File: config.mk
export PLATFORM = sky130hd
export DESIGN_NAME = pixel_blend_and_format_pack
export DESIGN_NICKNAME = d
export VERILOG_FILES = /design/src/sv/pbf_pkg.sv /design/src/sv/pixel_blend_and_format_pack.sv
export SDC_FILE = /design/constraint.sdc
export NUM_CORES = 2
export LEC_CHECK = 0
export BUFFER_PORTS_ARGS = -buffer_cell sky130_fd_sc_hd__buf_2
export CAP_MARGIN = 5
export CORE_MARGIN = 2
export CORE_UTILIZATION = 25
export CTS_BUF_LIST = sky130_fd_sc_hd__clkbuf_2 sky130_fd_sc_hd__clkbuf_4 sky130_fd_sc_hd__clkbuf_8
export CTS_CLUSTER_DIAMETER = 50
export DETAILED_ROUTE_END_ITERATION = 7
export HOLD_SLACK_MARGIN = 0.03
export MAX_ROUTING_LAYER = met4
export SYNTH_ARGS = -nofsm -noshare
export SYNTH_HDL_FRONTEND = slang
export SYNTH_SLANG_ARGS = --single-unit
File: constraint.sdc
create_clock -name clk -period 6.5 [get_ports clk]
set_clock_uncertainty 0.1 [all_clocks]
set_input_delay 1.3 -clock clk [delete_from_list [all_inputs] [get_ports clk]]
set_output_delay 1.3 -clock clk [all_outputs]
set_load 0.02 [all_outputs]
File: src/sv/pbf_pkg.sv
// ----------------------------------------------------------------------------
// Pixel blend and format pack: package
// Field widths, register indexes, layout codes and payload types.
// ----------------------------------------------------------------------------
package pbf_pkg;

	localparam int COORD_W    = 12;
	localparam int PITCH_W    = 15;
	localparam int OFFSET_W   = 26;
	localparam int WORD_W     = 32;
	localparam int SHIFT_W    = 5;
	localparam int BITS_W     = 4;
	localparam int LAYOUT_W   = 2;
	localparam int BE_W       = 4;
	localparam int CH_W       = 8;
	localparam int CFG_IDX_W  = 3;
	localparam int CFG_DATA_W = 15;
	localparam int PIPE_DEPTH = 3;

	typedef enum logic [CFG_IDX_W-1:0] {
		REG_LAYOUT = 3'd0,
		REG_PITCH  = 3'd1,
		REG_RSHIFT = 3'd2,
		REG_GSHIFT = 3'd3,
		REG_BSHIFT = 3'd4,
		REG_RBITS  = 3'd5,
		REG_GBITS  = 3'd6,
		REG_BBITS  = 3'd7
	} pbf_reg_t;

	typedef enum logic [LAYOUT_W-1:0] {
		LAYOUT_PACK3  = 2'd0,
		LAYOUT_PACK4  = 2'd1,
		LAYOUT_NATIVE = 2'd2
	} pbf_layout_t;

	localparam logic [BE_W-1:0]     BE_THREE     = 4'h7;
	localparam logic [BE_W-1:0]     BE_FOUR      = 4'hF;
	localparam logic [CH_W-1:0]     ALPHA_OPAQUE = 8'hFF;
	localparam logic [CH_W-1:0]     ALPHA_CLEAR  = 8'h00;
	localparam logic [BITS_W-1:0]   FULL_BITS    = 4'd8;
	localparam logic [14:0]         ROUND_BIAS   = 15'd127;

	localparam logic [LAYOUT_W-1:0] RST_LAYOUT = LAYOUT_NATIVE;
	localparam logic [PITCH_W-1:0]  RST_PITCH  = 15'd2560;
	localparam logic [SHIFT_W-1:0]  RST_RSHIFT = 5'd16;
	localparam logic [SHIFT_W-1:0]  RST_GSHIFT = 5'd8;
	localparam logic [SHIFT_W-1:0]  RST_BSHIFT = 5'd0;

	typedef struct packed {
		logic [COORD_W-1:0] px;
		logic [COORD_W-1:0] py;
		logic [WORD_W-1:0]  scene_argb;
		logic [WORD_W-1:0]  overlay_argb;
		logic               overlay_on;
	} pbf_in_t;

	typedef struct packed {
		logic [OFFSET_W-1:0] byte_offset;
		logic [WORD_W-1:0]   packed_word;
		logic [BE_W-1:0]     byte_enable;
	} pbf_out_t;

endpackage

File: src/sv/pixel_blend_and_format_pack.sv
// ----------------------------------------------------------------------------
// Pixel blend and format pack
// Alpha blends an overlay pixel over a scene pixel, packs it for scanout
// and computes its byte offset in the frame.
// ----------------------------------------------------------------------------
// One pixel enters per clock and its result appears after the three register
// stages with done high for one cycle; busy is always low, so start may be
// held high every cycle. The three register stages are: blend multiplies and
// the row multiply, then the channel rescale multiply and the offset add,
// then the divide by 255 and bit placement. The receiver cannot stall and
// must take each result in the cycle done is high. Change registers only
// while no pixel is in flight.
module pixel_blend_and_format_pack (
	input  logic                           clk,
	input  logic                           arst_n,
	input  logic                           start,
	output logic                           busy,
	input  pbf_pkg::pbf_in_t               in_item,
	output logic                           done,
	output pbf_pkg::pbf_out_t              result,
	input  logic                           wr_en,
	input  logic [pbf_pkg::CFG_IDX_W-1:0]  wr_index,
	input  logic [pbf_pkg::CFG_DATA_W-1:0] wr_data
);
	import pbf_pkg::*;

	logic [LAYOUT_W-1:0] layout_q;
	logic [PITCH_W-1:0]  pitch_q;
	logic [SHIFT_W-1:0]  rshift_q, gshift_q, bshift_q;
	logic [BITS_W-1:0]   rbits_q, gbits_q, bbits_q;

	logic                valid_s1, valid_s2, valid_s3;
	logic [WORD_W-1:0]   argb_s1, argb_s2;
	logic [OFFSET_W-1:0] rowprod_s1, colprod_s1, offset_s2;
	logic [14:0]         rt_s2, gt_s2, bt_s2;
	logic [2:0]          pass_s2;
	pbf_out_t            res_s3;

	logic                three;
	logic [CH_W-1:0]     alpha, alpha_inv;
	logic [WORD_W-1:0]   mixed, argb_next;
	logic [OFFSET_W-1:0] col_next;
	logic [14:0]         rt_next, gt_next, bt_next;
	logic [CH_W-1:0]     rch, gch, bch;
	logic [WORD_W-1:0]   word_next;

	function automatic logic [CH_W-1:0] blend_ch(input logic [CH_W-1:0] o,
		input logic [CH_W-1:0] s, input logic [CH_W-1:0] a, input logic [CH_W-1:0] ia);
		logic [15:0] sum;
		sum = 16'(o) * 16'(a) + 16'(s) * 16'(ia);
		return sum[15:8];
	endfunction

	function automatic logic [14:0] scale_ch(input logic [CH_W-1:0] v,
		input logic [BITS_W-1:0] n);
		logic [CH_W-1:0] top;
		top = (8'd1 << n[2:0]) - 8'd1;
		if (n >= FULL_BITS) begin
			return 15'(v);
		end
		return 15'(v) * 15'(top) + ROUND_BIAS;
	endfunction

	function automatic logic [CH_W-1:0] div255(input logic [14:0] t);
		logic [15:0] sum;
		sum = 16'(t) + 16'(t[14:8]) + 16'd1;
		return sum[15:8];
	endfunction

	assign busy  = 1'b0;
	assign three = (layout_q == LAYOUT_PACK3);

	always_ff @(posedge clk or negedge arst_n) begin
		if (!arst_n) begin
			layout_q <= RST_LAYOUT;
			pitch_q  <= RST_PITCH;
			rshift_q <= RST_RSHIFT;
			gshift_q <= RST_GSHIFT;
			bshift_q <= RST_BSHIFT;
			rbits_q  <= FULL_BITS;
			gbits_q  <= FULL_BITS;
			bbits_q  <= FULL_BITS;
		end else if (wr_en) begin
			case (pbf_reg_t'(wr_index))
				REG_LAYOUT: layout_q <= wr_data[LAYOUT_W-1:0];
				REG_PITCH:  pitch_q  <= wr_data[PITCH_W-1:0];
				REG_RSHIFT: rshift_q <= wr_data[SHIFT_W-1:0];
				REG_GSHIFT: gshift_q <= wr_data[SHIFT_W-1:0];
				REG_BSHIFT: bshift_q <= wr_data[SHIFT_W-1:0];
				REG_RBITS:  rbits_q  <= wr_data[BITS_W-1:0];
				REG_GBITS:  gbits_q  <= wr_data[BITS_W-1:0];
				REG_BBITS:  bbits_q  <= wr_data[BITS_W-1:0];
				default: ;
			endcase
		end
	end

	always_comb begin
		alpha     = in_item.overlay_argb[31:24];
		alpha_inv = ALPHA_OPAQUE - alpha;
		mixed = {ALPHA_OPAQUE,
			blend_ch(in_item.overlay_argb[23:16], in_item.scene_argb[23:16], alpha, alpha_inv),
			blend_ch(in_item.overlay_argb[15:8], in_item.scene_argb[15:8], alpha, alpha_inv),
			blend_ch(in_item.overlay_argb[7:0], in_item.scene_argb[7:0], alpha, alpha_inv)};
		if (!in_item.overlay_on || alpha == ALPHA_CLEAR) begin
			argb_next = in_item.scene_argb;
		end else if (alpha == ALPHA_OPAQUE) begin
			argb_next = in_item.overlay_argb;
		end else begin
			argb_next = mixed;
		end
		if (three) begin
			col_next = OFFSET_W'({in_item.px, 1'b0}) + OFFSET_W'(in_item.px);
		end else begin
			col_next = OFFSET_W'({in_item.px, 2'b00});
		end
	end

	always_comb begin
		rt_next = scale_ch(argb_s1[23:16], rbits_q);
		gt_next = scale_ch(argb_s1[15:8], gbits_q);
		bt_next = scale_ch(argb_s1[7:0], bbits_q);
	end

	always_comb begin
		rch = pass_s2[2] ? rt_s2[7:0] : div255(rt_s2);
		gch = pass_s2[1] ? gt_s2[7:0] : div255(gt_s2);
		bch = pass_s2[0] ? bt_s2[7:0] : div255(bt_s2);
		if (layout_q == LAYOUT_NATIVE) begin
			word_next = argb_s2;
		end else begin
			word_next = (WORD_W'(rch) << rshift_q) | (WORD_W'(gch) << gshift_q) |
				(WORD_W'(bch) << bshift_q);
			if (three) begin
				word_next[31:24] = ALPHA_CLEAR;
			end
		end
	end

	always_ff @(posedge clk or negedge arst_n) begin
		if (!arst_n) begin
			valid_s1 <= 1'b0;
			valid_s2 <= 1'b0;
			valid_s3 <= 1'b0;
		end else begin
			valid_s1 <= start && !busy;
			valid_s2 <= valid_s1;
			valid_s3 <= valid_s2;
		end
	end

	always_ff @(posedge clk) begin
		argb_s1    <= argb_next;
		rowprod_s1 <= OFFSET_W'(in_item.py) * OFFSET_W'(pitch_q);
		colprod_s1 <= col_next;

		argb_s2    <= argb_s1;
		offset_s2  <= rowprod_s1 + colprod_s1;
		rt_s2      <= rt_next;
		gt_s2      <= gt_next;
		bt_s2      <= bt_next;
		pass_s2    <= {rbits_q >= FULL_BITS, gbits_q >= FULL_BITS, bbits_q >= FULL_BITS};

		res_s3.byte_offset <= offset_s2;
		res_s3.packed_word <= word_next;
		res_s3.byte_enable <= three ? BE_THREE : BE_FOUR;
	end

	assign done   = valid_s3;
	assign result = res_s3;

endmodule

==> run metrics <==
worst-case clock buffer depth 3; CP most frequent cell fa_1; Rows 142; maxcap violations 0; layout cells sized above 1 12.4%; routability congestion estimate 0.965; CP startpoint kind primary input; RSZ-0062 raised after global routing false; fin crit period 6.23 ns; Synth Area in Compound Gates 10.2%; Slowest-stage cell, CP fa_1; Yosys top cell area share 28.7%; Root Driver clkbuf_8; synthesized cell area 0.0376 sq mm; TritonCTS clock tree built; Yosys reg bits 284; cts hold-fix bufs 0; adder-cell share of the synthesized area 41.5%; total wire length 105,000 um; ranking of synthesized cells by area fa_1 (29%), ha_1 (13%), dfxtp_1 (13%), inv_1 (7.7%), nand2_1 (4.4%); largest net degree at the start of global routing 48; Register Area 0.00593 sq mm; drt wl/cell 16.0 um; placed cell area 0.0418 sq mm; critical path buffer and inverter count 4; Syn Area/Cell 8.87 sq um; sequential area share after synthesis 15.8%; first-pass GRT wire length 170,000 um; clk sinks 284; critical-path cell list buf_2 > buf_4 > nor2b_1 > fa_1 > fa_1 > fa_1 > fa_1 > fa_1 > inv_1 > fa_1 > inv_1 > ha_1 > nand2_1 > o21ai_1 > a41oi_2 > o2bb2ai_1 > or4_1 > nand3_1; Post-synth ARST share 16.5%; final setup violating endpoints 0; drt pass-1 iters 6; initial core utilization 25.1%; detailed placer's ending HPWL 85,800 um; Hold WC Path Type register to register; CP Capture Type register; drc violations 0; mux contribution to synthesized area 2.50%; most frequent cells in the layout inv_1 (770), fa_1 (539), nand2_1 (437); Multi-input gate area 0.0282 sq mm; area leader, netlist fa_1; Post-CTS Repair Setup Buffers 0; routed via count 29,751; Cell variety after synth 93; worst setup path class primary input to register; worst hold path depth 0; r2r setup slk 0.53 ns; number of buffers created by CTS 56; post-CTS sizing 0; crit path DAT 6.71 ns; initial antenna violation count 19; Max-slew headroom 30.1%; status finished, final reports clean; crit-path max cell delay 0.56 ns; R2R depth 18; Area Overhead vs Synth 14.8%; Tot GR Track Use 14.3%; ANT nets after route 0; Filler cells 15,970; vias per std cell 4.53; die area 0.153 sq mm; Worst Path Required 6.98 ns; Reg-to-Reg Start pitch_q[6]; EDFF count, synth 0; most common cell after layout, fill and taps aside inv_1; cell area after layout 0.0431 sq mm; Mapped Cells 4,236; worst slew pin tran 1.04 ns; launch point of the worst hold path offset_s2[6]; setup TNS 0 ns; delay-heaviest family, CP adder cells; initial drt markers 1,893; Final Hold Viols 0; largest family of logic cells by synthesized area adder cells; IO Count 175; crit-path max FO 26; CTS H-tree lvls 2; leading register cell type out of synthesis dfxtp_1; CORE AREA 0.150 sq mm; Syn. warnings 0; final number of max-transition violations 0; die width 392 um; FF-to-FF End rowprod_s1[24]; Tcrit/Tclk final 95.8%; GR Overflow Total 0; Reg clk slew, reported paths 0.06 ns; Die H 392 um; Post-layout nets 5,521; Synth Area in Simple Gates 18.0%; FMAX 0.161 GHz; Synth Area in XOR/XNOR 2.56%; Clk Latency, worst-skew pair 0.68 ns; WHS Endpoint result[42]; vias in the first global route 31,075; PortBufs 170
-- cell usage after synthesis, drive strengths merged (81+ instances only) --
master	number
xnor2	81
clkbuf	154
nor2b	174
and2	201
fa	539
a21oi	127
dfxtp	237
ha	383
inv	770
o21ai	117
nor2	175
nand2	438
-- layout make-up --
cell class	count	area share, %
multi-input combinational	3028	65.4
sequential	284	13.7
inverter	777	6.76
tap	2016	5.85
timing repair buffer	341	5.18
clock buffer	81	2.41
clock inverter	25	0.583
antenna	19	0.110
-- worst reg2reg max path, stage by stage (launching register included) --
cell	delay [ns]
dfrtp_1	0.75
nand2_1	0.18
fa_1	0.55
inv_1	0.05
fa_1	0.40
fa_1	0.48
inv_1	0.05
fa_1	0.53
inv_1	0.05
fa_1	0.43
ha_1	0.30
a21o_1	0.18
a21o_1	0.17
a21oi_1	0.21
a21boi_0	0.28
o41ai_2	0.34
o21ai_0	0.23
o41ai_1	0.43
xnor2_1	0.16
-- how the worst max path moves through the flow --
| stage | from | to | cells after the start |
|---|---|---|---|
| after floorplan | in_item[26] | argb_s1[23] | 23 |
| after global placement | in_item[30] | argb_s1[23] | 22 |
| after detailed placement | in_item[30] | argb_s1[6] | 18 |
| after CTS | in_item[30] | argb_s1[6] | 18 |
| after global routing | in_item[30] | argb_s1[5] | 20 |
| final | in_item[30] | argb_s1[6] | 18 |
-- registers in the layout (all words and copies together) (netlist names), 5 cells and up --
signal      count
result         59
argb_s1        32
argb_s2        32
offset_s2      26
rowprod_s1     26
bt_s2          15
gt_s2          15
pitch_q        15
rt_s2          15
colprod_s1     14
bshift_q        5
gshift_q        5
rshift_q        5
-- per-layer routing --
layer | part of all wire (%) | global-route usage [%]
met1 | 45 | 18.6
met2 | 46 | 23.0
met3 | 5.9 | 2.29
met4 | 2.8 | 4.03
met5 | 0 | -
-- through the flow --
step | hold slack (ns) | util (%) | worst slack (ns) | std cells
after global placement | 0.210 | 27.9 | -0.257 | 6446
after floorplan | 0.210 | - | -0.0248 | 4259
after detailed placement | 0.212 | 27.9 | -0.364 | 6446
final | 0.215 | 28.8 | 0.272 | 6571
after global routing | 0.227 | 28.8 | 0.00894 | 6567
after CTS | 0.210 | 28.8 | 0.330 | 6552
-- kinds of logic (layout without fill, tap and decap cells) --
kind of cell,count (synthesis),count (layout)
buffers and inverters,947,1224
and+or+nand+nor,1331,1331
DFF,284,284
AOI/OAI and AO/OA,561,561
adders and majority gates,922,922
xor gates and xnor gates,110,110
muxes,79,79
other,2,44
Power is left out: the tool's default activity adds up to more than one toggle a clock period on the data nets, which glitch-free logic cannot reach.
